==> src/i2cmbe_pkg.sv <==
package i2cmbe_pkg;

	localparam int unsigned HalfDelayW     = 8;
	localparam logic [7:0]  HalfDelayReset = 8'd50;

	typedef struct packed {
		logic [2:0] func;
		logic [7:0] tx_byte;
		logic       sda_in;
	} in_word_t;

	typedef struct packed {
		logic       scl_level;
		logic       sda_level;
		logic       sda_enable;
		logic       busy_res;
		logic       done_res;
		logic [7:0] rx_byte;
		logic       nack_seen;
	} out_word_t;

endpackage

==> src/i2cmbe_seq.sv <==
module i2cmbe_seq (
	input  logic                  clk,
	input  logic                  arst_n,
	input  logic                  step,
	input  logic [7:0]            half_delay,
	input  i2cmbe_pkg::in_word_t  item,
	output i2cmbe_pkg::out_word_t res
);
	import i2cmbe_pkg::*;

	typedef enum logic [2:0] {
		CMD_IDLE      = 3'd0,
		CMD_START     = 3'd1,
		CMD_STOP      = 3'd2,
		CMD_WRITE     = 3'd3,
		CMD_READ_ACK  = 3'd4,
		CMD_READ_NACK = 3'd5
	} cmd_t;

	cmd_t       cmd_q, cmd_d;
	logic [2:0] phase_q, phase_d;
	logic [3:0] bits_q, bits_d, bits_inc;
	logic [7:0] wait_q, wait_d, wait_dec, hold_len;
	logic [7:0] shift_q, shift_d;
	logic [7:0] rx_q, rx_d;
	logic       ack_q, ack_d;
	logic       scl_q, scl_d;
	logic       sda_q, sda_d;
	logic       en_q, en_d;
	logic       adv;
	logic       done;

	assign hold_len = (half_delay != 8'd0) ? half_delay : 8'd1;
	assign wait_dec = (wait_q != 8'd0) ? wait_q - 8'd1 : 8'd0;
	assign bits_inc = bits_q + 4'd1;

	always_comb begin
		cmd_d   = cmd_q;
		phase_d = phase_q;
		bits_d  = bits_q;
		wait_d  = wait_q;
		shift_d = shift_q;
		rx_d    = rx_q;
		ack_d   = ack_q;
		scl_d   = scl_q;
		sda_d   = sda_q;
		en_d    = en_q;
		adv     = 1'b0;
		done    = 1'b0;
		if (cmd_q == CMD_IDLE) begin
			if (item.func >= 3'(CMD_START) && item.func <= 3'(CMD_READ_NACK)) begin
				cmd_d   = cmd_t'(item.func);
				phase_d = 3'd0;
				bits_d  = 4'd0;
				wait_d  = hold_len;
				if (item.func == 3'(CMD_START)) begin
					sda_d = 1'b1;
					en_d  = 1'b1;
				end else if (item.func == 3'(CMD_STOP)) begin
					scl_d = 1'b0;
				end else if (item.func == 3'(CMD_WRITE)) begin
					shift_d = item.tx_byte;
				end else begin
					shift_d = 8'd0;
					en_d    = 1'b0;
				end
			end
		end else begin
			wait_d = wait_dec;
			if (wait_dec == 8'd0) begin
				unique case (cmd_q)
					CMD_START: begin
						adv = (phase_q < 3'd3);
						if (phase_q == 3'd0) scl_d = 1'b1;
						if (phase_q == 3'd1) sda_d = 1'b0;
						if (phase_q == 3'd2) scl_d = 1'b0;
						if (adv) phase_d = phase_q + 3'd1;
					end
					CMD_STOP: begin
						adv = (phase_q < 3'd3);
						if (phase_q == 3'd0) begin
							sda_d = 1'b0;
							en_d  = 1'b1;
						end
						if (phase_q == 3'd1) scl_d = 1'b1;
						if (phase_q == 3'd2) sda_d = 1'b1;
						if (adv) phase_d = phase_q + 3'd1;
					end
					CMD_WRITE: begin
						adv = 1'b1;
						unique case (phase_q)
							3'd0: phase_d = 3'd1;
							3'd1: begin
								sda_d   = shift_q[7];
								en_d    = 1'b1;
								phase_d = 3'd2;
							end
							3'd2: begin
								scl_d   = 1'b1;
								phase_d = 3'd3;
							end
							3'd3: begin
								scl_d   = 1'b0;
								phase_d = 3'd4;
							end
							3'd4: begin
								shift_d = {shift_q[6:0], 1'b0};
								bits_d  = bits_inc;
								if (bits_inc < 4'd8) begin
									phase_d = 3'd1;
								end else begin
									en_d    = 1'b0;
									phase_d = 3'd5;
								end
							end
							3'd5: begin
								scl_d   = 1'b1;
								ack_d   = item.sda_in;
								phase_d = 3'd6;
							end
							3'd6: begin
								scl_d   = 1'b0;
								phase_d = 3'd7;
							end
							default: adv = 1'b0;
						endcase
					end
					CMD_READ_ACK, CMD_READ_NACK: begin
						adv = 1'b1;
						unique case (phase_q)
							3'd0: phase_d = 3'd1;
							3'd1: begin
								scl_d   = 1'b1;
								phase_d = 3'd2;
							end
							3'd2: begin
								// sample on the end of SCL high
								shift_d = {shift_q[6:0], item.sda_in};
								bits_d  = bits_inc;
								scl_d   = 1'b0;
								if (bits_inc < 4'd8) begin
									phase_d = 3'd1;
								end else begin
									sda_d   = (cmd_q == CMD_READ_NACK);
									en_d    = 1'b1;
									phase_d = 3'd3;
								end
							end
							3'd3: begin
								scl_d   = 1'b1;
								phase_d = 3'd4;
							end
							3'd4: begin
								scl_d   = 1'b0;
								phase_d = 3'd5;
							end
							default: begin
								rx_d = shift_q;
								adv  = 1'b0;
							end
						endcase
					end
					default: adv = 1'b0;
				endcase
				if (adv) begin
					wait_d = hold_len;
				end else begin
					cmd_d   = CMD_IDLE;
					phase_d = 3'd0;
					bits_d  = 4'd0;
					done    = 1'b1;
				end
			end
		end
	end

	always_comb begin
		res.scl_level  = scl_d;
		res.sda_level  = sda_d;
		res.sda_enable = en_d;
		res.busy_res   = (cmd_d != CMD_IDLE);
		res.done_res   = done;
		res.rx_byte    = rx_d;
		res.nack_seen  = ack_d;
	end

	always_ff @(posedge clk or negedge arst_n) begin
		if (!arst_n) begin
			cmd_q   <= CMD_IDLE;
			phase_q <= 3'd0;
			bits_q  <= 4'd0;
			wait_q  <= 8'd0;
			shift_q <= 8'd0;
			rx_q    <= 8'd0;
			ack_q   <= 1'b0;
			scl_q   <= 1'b1;
			sda_q   <= 1'b1;
			en_q    <= 1'b1;
		end else if (step) begin
			cmd_q   <= cmd_d;
			phase_q <= phase_d;
			bits_q  <= bits_d;
			wait_q  <= wait_d;
			shift_q <= shift_d;
			rx_q    <= rx_d;
			ack_q   <= ack_d;
			scl_q   <= scl_d;
			sda_q   <= sda_d;
			en_q    <= en_d;
		end
	end

endmodule

==> src/i2c_master_byte_engine_core.sv <==
// channel | direction | handshake           | word
// in      | in        | in_valid/in_stall   | in_data  (func, tx_byte, sda_in)
// out     | out       | out_valid/out_stall | out_data (pins, busy, done, rx, nack)
// cfg     | in        | cfg_we              | cfg_wdata (half_delay)
//
// One word per cycle sustained while out is not stalled; each word is one tick of the pin sequencer.
// Each word passes the input register, then the sequencer step into the output register.
// The input register takes one more word while the output word waits to be taken.
// Reset (arst_n low): idle, SCL high, SDA driven high, half_delay 50.
// Stall on out holds the output word and, once the input register is full, stalls in.
module i2c_master_byte_engine_core (
	input  logic                  clk,
	input  logic                  arst_n,
	input  logic                  in_valid,
	output logic                  in_stall,
	input  i2cmbe_pkg::in_word_t  in_data,
	output logic                  out_valid,
	input  logic                  out_stall,
	output i2cmbe_pkg::out_word_t out_data,
	input  logic                  cfg_we,
	input  logic [i2cmbe_pkg::HalfDelayW-1:0] cfg_wdata
);
	import i2cmbe_pkg::*;

	logic                  valid_s1;
	in_word_t              data_s1;
	logic                  step;
	logic [HalfDelayW-1:0] half_delay_q;
	out_word_t             res;
	logic                  out_valid_q;
	out_word_t             out_q;

	assign step     = valid_s1 && (!out_valid_q || !out_stall);
	assign in_stall = valid_s1 && !step;

	always_ff @(posedge clk or negedge arst_n) begin
		if (!arst_n) begin
			half_delay_q <= HalfDelayReset;
		end else if (cfg_we) begin
			half_delay_q <= cfg_wdata;
		end
	end

	always_ff @(posedge clk or negedge arst_n) begin
		if (!arst_n) begin
			valid_s1 <= 1'b0;
		end else if (!in_stall) begin
			valid_s1 <= in_valid;
		end
	end

	always_ff @(posedge clk) begin
		if (in_valid && !in_stall) begin
			data_s1 <= in_data;
		end
	end

	i2cmbe_seq u_seq (
		.clk        (clk),
		.arst_n     (arst_n),
		.step       (step),
		.half_delay (half_delay_q),
		.item       (data_s1),
		.res        (res)
	);

	always_ff @(posedge clk or negedge arst_n) begin
		if (!arst_n) begin
			out_valid_q <= 1'b0;
		end else if (step) begin
			out_valid_q <= 1'b1;
		end else if (!out_stall) begin
			out_valid_q <= 1'b0;
		end
	end

	always_ff @(posedge clk) begin
		if (step) begin
			out_q <= res;
		end
	end

	assign out_valid = out_valid_q;
	assign out_data  = out_q;

endmodule

==> config.mk <==
export PLATFORM = sky130hd
export DESIGN_NAME = i2c_master_byte_engine_core
export DESIGN_NICKNAME = d
export VERILOG_FILES = /design/src/i2cmbe_pkg.sv /design/src/i2cmbe_seq.sv /design/src/i2c_master_byte_engine_core.sv
export SDC_FILE = /design/constraint.sdc
export NUM_CORES = 1
export LEC_CHECK = 0
export ABC_AREA = 1
export BUFFER_PORTS_ARGS = -buffer_cell sky130_fd_sc_hd__buf_2
export CORE_UTILIZATION = 35
export CTS_BUF_LIST = sky130_fd_sc_hd__clkbuf_8
export DETAILED_ROUTE_END_ITERATION = 10
export GPL_TIMING_DRIVEN = 0
export PLACE_DENSITY = 0.54
export SLEW_MARGIN = 15
export SYNTH_ARGS = -nofsm -noshare
export SYNTH_HDL_FRONTEND = slang
export SYNTH_SLANG_ARGS = --single-unit
==> constraint.sdc <==
create_clock -name clk -period 2.34 [get_ports clk]
set_clock_uncertainty 0.2 [all_clocks]
set_input_delay 0.468 -clock clk [delete_from_list [all_inputs] [get_ports clk]]
set_output_delay 0.468 -clock clk [all_outputs]
set_load 0.005 [all_outputs]
## Word-level counts from Yosys, hierarchy flattened

Index checks and enable logic that the tools add are counted.

| operators by class | value |
|---|---|
| reduce and logical (&&, ||, !) cells | 30 |
| muxes and demuxes | 86 |
| $lt $le $gt $ge | 4 |
| equality and inequality tests | 27 |
| bitwise gates (word level) | 1 |
| add/subtract/negate cells | 3 |

Operators by type and width:

| cell | count |
|---|---|
| $mux W8 | 18 |
| $mux W1 | 39 |
| $mux W3 | 10 |
| $mux W4 | 6 |
| $pmux W3 S7 | 1 |
| $eq A3 B2 Y1 const B | 6 |
| $pmux W8 S2 | 1 |
| $reduce_bool A8 Y1 | 2 |
| $eq A3 B3 Y1 const B | 5 |
| $pmux W3 S5 | 1 |
| $reduce_or A2 Y1 | 7 |
| $ne A10 B6 Y1 const B | 1 |
| $eq A3 B1 Y1 const B | 3 |
| $pmux W3 S3 | 1 |
| $logic_not A8 Y1 | 1 |
| $ne A4 B2 Y1 const B | 2 |
| $ne A4 B3 Y1 const B | 2 |
| $ne A8 B4 Y1 const B | 1 |
| $pmux W1 S4 | 2 |
| $pmux W4 S2 | 1 |
| $reduce_and A8 Y1 | 1 |
| $sub A8 B1 Y8 const B | 1 |
| $reduce_and A7 Y1 | 1 |
| $reduce_or A7 Y1 | 1 |
| other kinds (23) | 37 |

| word-level totals | value |
|---|---|
| register bits | 74 |
| output and inout bits | 16 |
| input port bits | 25 |
| logic and storage cells | 174 |

## Depth between registers and ports, before layout

Gate-level depths: netlist of run 1.

| logic depth | value |
|---|---|
| depth after elaboration | 10 |
| mapped depth | 16 |
| mapped depth without buffers | 16 |

## Modules after synthesis

From an unflattened synthesis of run 1, not the netlist that was laid out.

| second synthesis, totals | value |
|---|---|
| cell total of the unflattened synthesis | 556 |
| area total of the unflattened synthesis | 4351.7 µm² |

Modules (own cells, without submodules):

| module | instances | seq. area each (µm²) | cells an instance | area an instance (µm²) |
|---|---|---|---|---|
| i2cmbe_seq | 1 | 954.7 | 485 | 3165.5 |
| i2c_master_byte_engine_core | 1 | 1034.7 | 71 | 1186.1 |

## Least setup slack after synthesis of run 1

Ideal clock, no wire load.

| timing path | value |
|---|---|
| path kind | reg-to-reg |
| start | register u_seq.phase_q[0] |
| end | register out_q, in the netlist out_data[10], data pin |
| arrival time | 1.862 ns |
| buffers on the path | 0 |
| cell stages (with the launch flop) | 12 |
| slack | 0.015 ns |
| data required time | 1.877 ns |
| library setup time | 0.263 ns |
| period minus slack after synthesis | 2.325 ns |
| cells stage by stage | dfrtp_1 > ha_1 > ha_1 > nor2_2 > nand2_1 > nor2_4 > o21ai_2 > a21oi_4 > nand3_2 > nand2_1 > nand2_1 > nand3b_1 |

RTL lines:

| what | RTL line | source |
|---|---|---|
| from (decl) | i2cmbe_seq.sv:21 | `logic [2:0] phase_q, phase_d;` |
| from (signal assigned) | i2cmbe_seq.sv:201 | `phase_q <= phase_d;` |
| to (signal assigned) | i2c_master_byte_engine_core.sv:79 | `out_q <= res;` |
| to (decl) | i2c_master_byte_engine_core.sv:31 | `out_word_t out_q;` |

==> results.md, run 1 <==
* CP startpoint kind: flip-flop
* CP Class: reg -> reg
* Top delay family on crit path: simple AND/OR/NAND/NOR gates
* Clk root buf: clkbuf_8
* First-iteration detailed-routing DRC count at 205
* Pwr/cell area at 1150 nW/um^2
* Number of global-route vias before repair at 3691
* Placed cells at 725
* DR WL/cell at ~14 um
* Die extent in y at 113 um
* Most frequent cell after synthesis: nand2_1
* Max Slew Vio Count at 0
* GRT overflow at 0
* Port Buffers at 40
* CP Buf/Inv Count at 0
* Post-synth EDFFs at 26
* Largest area contributor in the netlist: dfrtp_1
* DR vias at 3862
* Core area at 12000 sq um
* Hold Path Depth at 1
* Antenna viol nets, final at 0
* Multi-input gate area at ~2200 sq um
* Critical path depth at 11
* I/O pin count at just over 40
* Clock sink total at 74
* Warnings, synthesis at 0
* Violated checks: negative setup slack
* Pin count of the biggest net entering global routing at between 40 and 50
* Num rows at 40
* # fillers at 1181
* Final hold vios at 0
* Synthesized net count at 570
* # diodes at 0
* TritonCTS clock tree: done
* H-tree levels at 3
* Post-Syn Area per Cell at 7.99 sq um
* Required @ worst endpoint at 2240 ps
* Yosys top cell area share at 24.5%
* Crit. End Element: flip-flop
* Share of layout cells above drive strength 1 at 32.5%
* Critical-path cell list: ha_1 -> ha_2 -> nor2_4 -> nand2_2 -> nor2_4 -> o21ai_2 -> a21oi_4 -> nand3_4 -> nand2_1 -> nand2_1 -> nand3b_1
* Drt total wl at roughly 11000 um
* Initial antenna violation count at 0
* Fmax at 0.417 GHz
* Status: finished, violations left
* Final WS setup at -57.0 ps
* Fin crit period at 2400 ps
* Fin crit share at 102%
* Worst r2r path cells at 11
* Synth async-reset ratio at 64.9%
* Worst Max-Slew Pin Slew at 663 ps
* Hold crit path type: in -> reg
* TritonRoute pass-1 iters at 5
* Endpoints failing setup at 5
* Max_cap viols at 0
* Placer Congestion at 0.860
* Fin cells at 772
* Global-route usage over all layers at 18.2%
* Total Nets Final at 652
* Synth Register Bits at 74
* CTS max path bufs at 2
* Post-synthesis cell area at roughly 4300 sq um
* Pwr Total at 6280 uW
* Area contributors post-synth: dfrtp_1 24%, edfxtp_1 18%, nand2_1 12%, inv_1 5.9%, o21ai_0 5.6%
* Num CTS Buffers at 9
* # DRC at 0
* Post-DP HPWL at 7360 um
* Arrival @ worst endpoint at ~2300 ps
* CTS clock-pin slew for the worst setup and hold paths at 80 ps
* Max IR drop VDD at 0.590 mV
* Crit-path max cell delay at 450 ps
* Post-synthesis cell count at 538
* Worst-path fanout max at 4
* Post-synth top cells: 142 x nand2_1, 67 x inv_1, 48 x o21ai_0, 42 x dfrtp_1, 42 x nand3_1
* Register area at between 1500 and 2000 sq um
* Lkg Pwr at between 0.002 and 0.003 uW
* Area delta synth->final at 26.9%
* DIE WIDTH at between 100 and 150 um
* Register area share after synthesis at 46.3%
* Ys flop type: dfrtp_1
* Die area at 12700 sq um
* Slew headroom at 55.8%
* Clock Latency Late Sink at 370 ps
* RSZ-0062 raised after global routing: true
* Critical Path Slowest Stage Cell: dfrtp_2
* Global-route wire length before repair at roughly 18000 um
* Vias per inst at 5.00
* Distinct cells, synth at 44
* Hold WS at 72.5 ps
* Initial Utilization at 35.8%
stage by stage:
stage | instance area, sq um | utilization (%) | setup slack, ps | setup TNS, ps
floorplan | 4300 | - | 15.3 | 0
global placement | 4680 | 39.0 | -389 | -8310
detailed placement | 4680 | 39.0 | -353 | -8760
CTS | 5150 | 42.9 | -66.5 | -83.5
global route | 5450 | 45.4 | -139 | -2480
finish | 5450 | 45.4 | -57.0 | -102
worst register-to-register path, stage by stage, from the launching register on:
cell and delay (ps):
dfrtp_2 450, ha_1 230, ha_2 220, nor2_4 100
nand2_2 80, nor2_4 130, o21ai_2 90, a21oi_4 200
nand3_4 120, nand2_1 70, nand2_1 60, nand3b_1 190
cells by family after synthesis:
group	after synthesis	share of synthesized area (%)
XOR/XNOR	2	0.408
AO/OA/AOI/OAI	103	14.2
buffers and inverters	86	8.44
flip-flops	74	46.3
AND/OR/NAND/NOR	263	27.8
adder cells (fa/ha/maj)	7	2.04
multiplexers	3	0.786
path summary, 6_finish.rpt:
check                              endpoint              from  slack [ps]
setup reg to reg               out_data[10]  u_seq.phase_q[0]         -60
hold / removal                   data_s1[2]        in_data[2]          70
hold reg to reg            u_seq.shift_q[5]  u_seq.shift_q[5]         280
setup / recovery               out_data[10]  u_seq.phase_q[0]         -60
min in group asynchronous     u_seq.rx_q[6]            arst_n         470
max in group asynchronous    u_seq.cmd_q[2]            arst_n         990
final cells by class:
class	count	area share [%]
multi-input cells	378	40.0
flip-flops and latches	74	36.5
repair buffers	71	9.16
inverters	73	5.16
well taps	147	3.37
clock buffers	10	2.52
plain buffers	13	1.72
clock inverters	6	1.49
layout by cell type, fill, tap and decap left out, types with 4 or more instances in the layout:
master | Yosys | routed
inv_2 | 4 | 8
o21ai_1 | 12 | 13
buf_2 | 4 | 42
nand3_2 | 2 | 6
nor2_4 | 5 | 8
clkbuf_8 | 0 | 10
nand2_1 | 142 | 122
nor2_1 | 41 | 39
o21ai_0 | 48 | 40
dfrtp_1 | 42 | 40
edfxtp_1 | 26 | 26
dfstp_2 | 6 | 6
nand2_4 | 2 | 4
nand3_1 | 42 | 36
a21oi_2 | 2 | 8
o21ai_2 | 10 | 17
clkbuf_1 | 6 | 4
nand2_2 | 13 | 30
inv_1 | 67 | 65
a21oi_1 | 20 | 13
nand4_1 | 5 | 5
buf_4 | 1 | 27
what timing repair did:
item	4_1_cts	5_1_grt
setup endpoints to repair	49	49
cloned	1	1
hold buffers	0	1
hold endpoints to repair	0	32
resized for setup	26	59
pin swaps	9	18
buffers inserted	17	11
sequential cells by signal (all words and copies together) (netlist names):
register	flops
u_seq.rx_q	8
u_seq.cmd_q	3
u_seq.en_q	1
u_seq.sda_q	1
half_delay_q	8
u_seq.ack_q	1
u_seq.shift_q	8
data_s1	12
u_seq.phase_q	3
u_seq.wait_q	8
u_seq.bits_q	4
u_seq.scl_q	1
out_data	14
valid_s1	1
out_valid	1
report_power, final:
group	internal [uW]	switching, uW
registers	1650	266
clock network	624	494
logic	1250	2010
routing by layer:
metal	global-route usage, %	wire length, um
met5	0	0
met4	9.33	308
met3	3.59	510
met2	28.8	5120
met1	23.6	4940
(Power assumes the default switching activity.)
==> run 2: changes to the inputs <==
--- a/config.mk
+++ b/config.mk
@@ -7,12 +7,14 @@
 export LEC_CHECK = 0
 export ABC_AREA = 1
 export BUFFER_PORTS_ARGS = -buffer_cell sky130_fd_sc_hd__buf_2
-export CORE_UTILIZATION = 35
+export CORE_UTILIZATION = 50
 export CTS_BUF_LIST = sky130_fd_sc_hd__clkbuf_8
+export CTS_CLUSTER_DIAMETER = 200
 export DETAILED_ROUTE_END_ITERATION = 10
 export GPL_TIMING_DRIVEN = 0
-export PLACE_DENSITY = 0.54
+export PLACE_DENSITY = 0.72
 export SLEW_MARGIN = 15
 export SYNTH_ARGS = -nofsm -noshare
 export SYNTH_HDL_FRONTEND = slang
+export SYNTH_HIERARCHICAL = 1
 export SYNTH_SLANG_ARGS = --single-unit
==> run 2 against run 1 <==
The flow still finishes with violations (negative setup slack). Worst hold slack better by 11 ps. Critical path depth grew 1. Cell area is 2.7% lower. Non-clock buffer count decreased by 9.
==> results.md, run 2 <==
* DR vias at 4061 (was 3862)
* Number of global-route vias before repair at 3777 (was 3691)
* Post-synth EDFFs at 26 (unchanged)
* DR WL/cell at 15.0 um (was 14.1 um)
* GRT overflow at 0 (unchanged)
* Worst-path fanout max at 7 (was 4)
* Most frequent cell after synthesis: nand2_1 (unchanged)
* Synth async-reset ratio at 64.9% (unchanged)
* Final hold vios at 0 (unchanged)
* Status: finished, violations left (unchanged)
* Fmax at 0.422 GHz (was 0.417 GHz)
* CTS clock-pin slew for the worst setup and hold paths at 80 ps (about the same)
* Commonest non-fill, non-tap cell in the layout: nand2_1 (unchanged)
* Violated checks: negative setup slack (unchanged)
* Register area share after synthesis at 45.7% (was 46.3%)
* Hold Path Depth at 1 (unchanged)
* Yosys top cell area share at 24.2% (was 24.5%)
* Drt total wl at 11100 um (was 10900 um)
* Arrival @ worst endpoint at 2260 ps (was 2300 ps)
* TritonCTS clock tree: done (unchanged)
* Placer Congestion at 0.899 (was 0.860)
* Antenna viol nets, final at 0 (unchanged)
* Warnings, synthesis at 6 (was 0)
* Die area at 9080 sq um (was 12700 sq um)
* Initial antenna violation count at 0 (unchanged)
* Area delta synth->final at 21.9% (was 26.9%)
* Fin crit period at 2370 ps (was 2400 ps)
* Global-route wire length before repair at 17700 um (was 17900 um)
* # fillers at 719 (was 1181)
* Clock Latency Late Sink at 350 ps (was 370 ps)
* Fin crit share at 101% (was 102%)
* Post-synth top cells: 153 x nand2_1, 60 x inv_1, 48 x nand3_1, 47 x o21ai_0, 44 x nor2_1 (was 142 x nand2_1, 67 x inv_1, 48 x o21ai_0, 42 x dfrtp_1, 42 x nand3_1)
* Pin count of the biggest net entering global routing at 49 (unchanged)
* Max_cap viols at 0 (unchanged)
* CTS max path bufs at 2 (unchanged)
* Num rows at 33 (was 40)
* Hold crit path type: in -> reg (unchanged)
* Area contributors post-synth: dfrtp_1 24%, edfxtp_1 18%, nand2_1 13%, nand3_1 5.5%, o21ai_0 5.4% (was dfrtp_1 24%, edfxtp_1 18%, nand2_1 12%, inv_1 5.9%, o21ai_0 5.6%)
* Slew headroom at 41.7% (was 55.8%)
* Share of layout cells above drive strength 1 at 29.3% (was 32.5%)
* Clk root buf: clkbuf_8 (unchanged)
* # diodes at 0 (unchanged)
* Synthesized net count at 588 (was 570)
* I/O pin count at 41 (unchanged)
* Max IR drop VDD at 0.418 mV (was 0.590 mV)
* Pwr/cell area at 666 nW/um^2 (was 1150 nW/um^2)
* RSZ-0062 raised after global routing: true (unchanged)
* Required @ worst endpoint at 2230 ps (was 2240 ps)
* Hold WS at 83.5 ps (was 72.5 ps)
* Initial Utilization at 52.4% (was 35.8%)
* CP startpoint kind: flip-flop (unchanged)
* First-iteration detailed-routing DRC count at 264 (was 205)
* Clock sink total at 74 (unchanged)
* Worst r2r path cells at 12 (was 11)
* Endpoints failing setup at 6 (was 5)
* Ys flop type: dfrtp_1 (unchanged)
* Crit. End Element: flip-flop (unchanged)
* Post-DP HPWL at 7350 um (was 7360 um)
* # DRC at 0 (unchanged)
* Post-Syn Area per Cell at 7.83 sq um (was 7.99 sq um)
* DIE WIDTH at 95.3 um (was 113 um)
* Synth Register Bits at 74 (unchanged)
* Port Buffers at 40 (unchanged)
* Distinct cells, synth at 42 (was 44)
* Most frequent cells in the layout: 135 x nand2_1, 58 x inv_1, 43 x o21ai_0 (was 122 x nand2_1, 65 x inv_1, 42 x buf_2)
* Num CTS Buffers at 9 (unchanged)
* Worst Max-Slew Pin Slew at 869 ps (was 663 ps)
* CP Class: reg -> reg (unchanged)
* Global-route usage over all layers at 25.7% (was 18.2%)
* TritonRoute pass-1 iters at 7 (was 5)
* Vias per inst at 5.51 (was 5.00)
* TNS Setup at -115 ps (was -102 ps)
* Final WS setup at -31.7 ps (was -57.0 ps)
* Total Nets Final at 659 (was 652)
* Largest area contributor in the netlist: dfrtp_1 (unchanged)
* Core area at 8300 sq um (was 12000 sq um)
* DP Worst Slack at -761 ps (was -353 ps)
* Max reg flops at 14 (unchanged)
* Lkg Pwr at 0.00250 uW (was 0.00253 uW)
* Max Slew Vio Count at 0 (unchanged)
* Post-synthesis cell count at 556 (was 538)
* Post-synthesis cell area at 4350 sq um (was 4300 sq um)
* Die extent in y at 95.3 um (was 113 um)
* H-tree levels at 3 (unchanged)
[run 2: cell types whose count changed after synthesis, moves of 3 or more]
cell / delta
inv_1: -7
buf_4: +4
a21oi_1: -5
nand2_2: +3
nand3_1: +6
inv_2: +5
o21ai_1: +3
mux2_2: -3
nand2_1: +11
a22oi_1: +3
nor3_1: +5
nor2_1: +3
[run 2: logic make-up after synthesis]
| kind of cell | after synthesis | share of synthesized area (%) |
|---|---|---|
| buffers and inverters | 86 | 8.54 |
| and+or+nand+nor | 291 | 30.7 |
| adders and majority gates | 7 | 2.01 |
| AOI/OAI and AO/OA | 97 | 12.8 |
| DFF | 74 | 45.7 |
| xor gates and xnor gates | 1 | 0.201 |
[run 2: final cells by class]
type,instances,area (sq um),share of cell area [%]
plain buffers,13,91.3,1.72
repair buffers,62,393,7.41
well taps,105,131,2.48
flip-flops and latches,74,1990,37.6
inverters,70,275,5.19
clock buffers,9,124,2.34
multi-input cells,397,2220,41.9
clock inverters,7,75.1,1.42
[run 2: final timing paths]
kind                                 start          endpoint  slack (ps)
hold / removal                  in_data[1]        data_s1[1]          80
max in group asynchronous           arst_n  u_seq/phase_q[0]        1040
hold reg to reg            half_delay_q[5]   half_delay_q[5]         280
min in group asynchronous           arst_n   u_seq/wait_q[7]         470
setup / recovery           u_seq/wait_q[1]      out_data[10]         -30
setup reg to reg           u_seq/wait_q[1]      out_data[10]         -30
[run 2: critical path, stage by stage (launching register included)]
cell and delay (ps):
dfrtp_1 420, inv_2 90, ha_4 150, nand2_4 50, nor2_4 130, nand3_4 160
nand3_2 150, nand2_4 70, nor2_8 160, buf_6 140, nand3_4 110, a21oi_2 170
nand4_1 110
[run 2: metal layers]
metal,vias up,global-route usage (%),share of wire (%)
li1,1955,-,-
met3,25,5.02,4.9
met1,1923,33.6,44
met5,-,0,0
met4,0,10.6,2.1
met2,158,41.4,48
[run 2: per-stage QoR]
stage	utilization (%)	cell area [sq um]	power [uW]	instances
after floorplan	-	4360	2080	556
after global placement	56.5	4690	2270	701
after detailed placement	56.5	4690	2290	701
after CTS	62.4	5180	3440	731
after global routing	63.9	5300	3720	737
final	63.9	5300	3530	737
[run 2: power breakdown]
part / switching, uW / leakage, uW / internal (uW)
sequential: 115 / 0.000850 / 1460
combinational: 597 / 0.00155 / 356
clock: 508 / 0.000104 / 500
total: 1220 / 0.00250 / 2310
[run 2: repair_timing]
item / in CTS / in global routing
buffers inserted: 16 / 5
hold buffers: 0 / 1
pin swaps: 22 / 9
gates cloned: 1 / 0
resized for setup: 49 / 22
endpoints found under the setup margin: 50 / 49
hold endpoints to repair: 0 / 42
==> run 3: changes to the inputs <==
--- a/config.mk
+++ b/config.mk
@@ -13,6 +13,7 @@
 export DETAILED_ROUTE_END_ITERATION = 10
 export GPL_TIMING_DRIVEN = 0
 export PLACE_DENSITY = 0.72
+export SETUP_SLACK_MARGIN = 0.15
 export SLEW_MARGIN = 15
 export SYNTH_ARGS = -nofsm -noshare
 export SYNTH_HDL_FRONTEND = slang
==> run 3 against run 2 <==
The flow still finishes with violations (negative setup slack). Sequential cell count stayed put. Utilization is 2.1 points higher. Final cell count rose by 0.27%. Critical path depth is the same. Register-to-register slack lost 70 ps. Setup slack got worse by 71 ps. Total power is 3.2% higher. Largest cell class unchanged.
==> results.md, run 3 (synthesized netlist as in run 2, its figures left out) <==
* Die extent in y at 95.3 um (unchanged)
* Commonest non-fill, non-tap cell in the layout: nand2_1 (unchanged)
* RSZ-0062 raised after global routing: true (unchanged)
* Hold crit path type: in -> reg (unchanged)
* Placer Congestion at 0.860 (was 0.899)
* Required @ worst endpoint at 2230 ps (about the same)
* Endpoints failing setup at 27 (was 6)
* Worst Max-Slew Pin Slew at 944 ps (was 869 ps)
* Critical-path cell list: inv_2 -> ha_4 -> nand2_4 -> nor2_4 -> nand3_4 -> nand3_2 -> nand2_4 -> nor2_8 -> buf_6 -> nand3_4 -> a21oi_2 -> nand4_1 (unchanged)
* Vias per inst at 5.46 (was 5.51)
* Share of layout cells above drive strength 1 at 30.4% (was 29.3%)
* CP startpoint kind: flip-flop (unchanged)
* Status: finished, violations left (unchanged)
* First-iteration detailed-routing DRC count at 263 (was 264)
* Post-DP HPWL at 7370 um (was 7350 um)
* Fmax at 0.409 GHz (was 0.422 GHz)
* Total Nets Final at 661 (was 659)
* Area delta synth->final at 25.9% (was 21.9%)
* Worst-path fanout max at 7 (unchanged)
* Crit-path max cell delay at 420 ps (about the same)
* CTS clock-pin slew for the worst setup and hold paths at 90 ps (was 80 ps)
* Lkg Pwr at 0.00264 uW (was 0.00250 uW)
* Final hold vios at 0 (unchanged)
* Critical Path Slowest Stage Cell: dfrtp_1 (unchanged)
* Clock sink total at 74 (unchanged)
* Slew headroom at 36.7% (was 41.7%)
* TNS Setup at -1170 ps (was -115 ps)
* Arrival @ worst endpoint at 2330 ps (was 2260 ps)
* # DRC at 0 (unchanged)
* Number of global-route vias before repair at 3712 (was 3777)
* DR vias at 4034 (was 4061)
* Max Slew Vio Count at 0 (unchanged)
* I/O pin count at 41 (unchanged)
* Global-route usage over all layers at 26.3% (was 25.7%)
* Top delay family on crit path: simple AND/OR/NAND/NOR gates (unchanged)
* CP Class: reg -> reg (unchanged)
* TritonRoute pass-1 iters at 5 (was 7)
* Initial Utilization at 52.4% (unchanged)
* Max IR drop VDD at 0.431 mV (was 0.418 mV)
* Initial antenna violation count at 0 (unchanged)
* Final WS setup at -103 ps (was -31.7 ps)
* Drt total wl at 11300 um (was 11100 um)
* DP Worst Slack at -532 ps (was -761 ps)
* Max reg flops at 14 (unchanged)
* Clk root buf: clkbuf_8 (unchanged)
* Most frequent cells in the layout: 138 x nand2_1, 59 x inv_1, 42 x o21ai_0, 42 x buf_2, 40 x dfrtp_1 (was 135 x nand2_1, 58 x inv_1, 43 x o21ai_0)
* Port Buffers at 40 (unchanged)
* Clock Latency Late Sink at 350 ps (about the same)
* DIE WIDTH at 95.3 um (unchanged)
* DR WL/cell at 15.3 um (was 15.0 um)
* Crit. End Element: flip-flop (unchanged)
* Num rows at 33 (unchanged)
* CTS max path bufs at 2 (unchanged)
* Pwr/cell area at 665 nW/um^2 (was 666 nW/um^2)
* Pin count of the biggest net entering global routing at 49 (unchanged)
* Fin crit period at 2440 ps (was 2370 ps)
* Global-route wire length before repair at 18000 um (was 17700 um)
* # diodes at 0 (unchanged)
* Num CTS Buffers at 9 (unchanged)
* Core area at 8300 sq um (unchanged)
* H-tree levels at 3 (unchanged)
* CP Buf/Inv Count at 2 (unchanged)
* Pwr Total at 3640 uW (was 3530 uW)
* GRT overflow at 0 (unchanged)
* Violated checks: negative setup slack (unchanged)
* Fin crit share at 104% (was 101%)
* Antenna viol nets, final at 0 (unchanged)
* Die area at 9080 sq um (unchanged)
* Max_cap viols at 0 (unchanged)
* TritonCTS clock tree: done (unchanged)
[run 3: repair_timing]
item	in CTS	in global routing
pin swaps	26	10
gates resized for setup	63	13
hold buffers	0	1
endpoints found under the hold margin	0	36
setup buffers	16	4
setup endpoints to repair	52	52
cloned	1	0
[run 3: worst paths after layout]
| kind | startpoint | to | slack [ps] | depth (start not counted) |
|---|---|---|---|---|
| worst min-delay path | in_data[2] | data_s1[2] | 80 | 1 |
| max in group asynchronous | arst_n | u_seq/phase_q[2] | 1010 | 2 |
| worst min register to register | half_delay_q[5] | half_delay_q[5] | 280 | 2 |
| worst max register to register | u_seq/wait_q[1] | out_data[10] | -100 | 12 |
| min in group asynchronous | arst_n | u_seq/wait_q[4] | 480 | 2 |
| worst max-delay path | u_seq/wait_q[1] | out_data[10] | -100 | 12 |
[run 3: routing by layer]
metal	track usage (%)	part of all wire [%]	vias up
li1	-	-	1976
met1	35.3	44	1896
met2	42.3	48	141
met3	4.15	5.6	21
met4	10.5	2.4	0
met5	0	0	-
[run 3: final cells by class]
class                      count  area (sq um)
sequential                    74          1990
tap                          105           131
clock inverter                 7          93.8
fill                         675          2820
buffer                        16           120
timing repair buffer          61           414
multi-input combinational    397          2330
clock buffer                   9           124
inverter                      70           278
[run 3: where the power goes]
part / total (uW) / switching [uW] / internal (uW)
sequential: 1570 / 118 / 1460
clock: 1110 / 506 / 601
combinational: 963 / 623 / 340
total: 3640 / 1250 / 2400
[run 3: metrics by stage]
stage	hold slack (ps)	instances	cell area, sq um	utilization [%]
after global routing	61.8	739	5480	66.0
after floorplan	-27.6	556	4430	-
final	83.2	739	5480	66.0
after global placement	262	701	4760	57.3
after detailed placement	265	701	4760	57.3
after CTS	72.4	734	5380	64.9
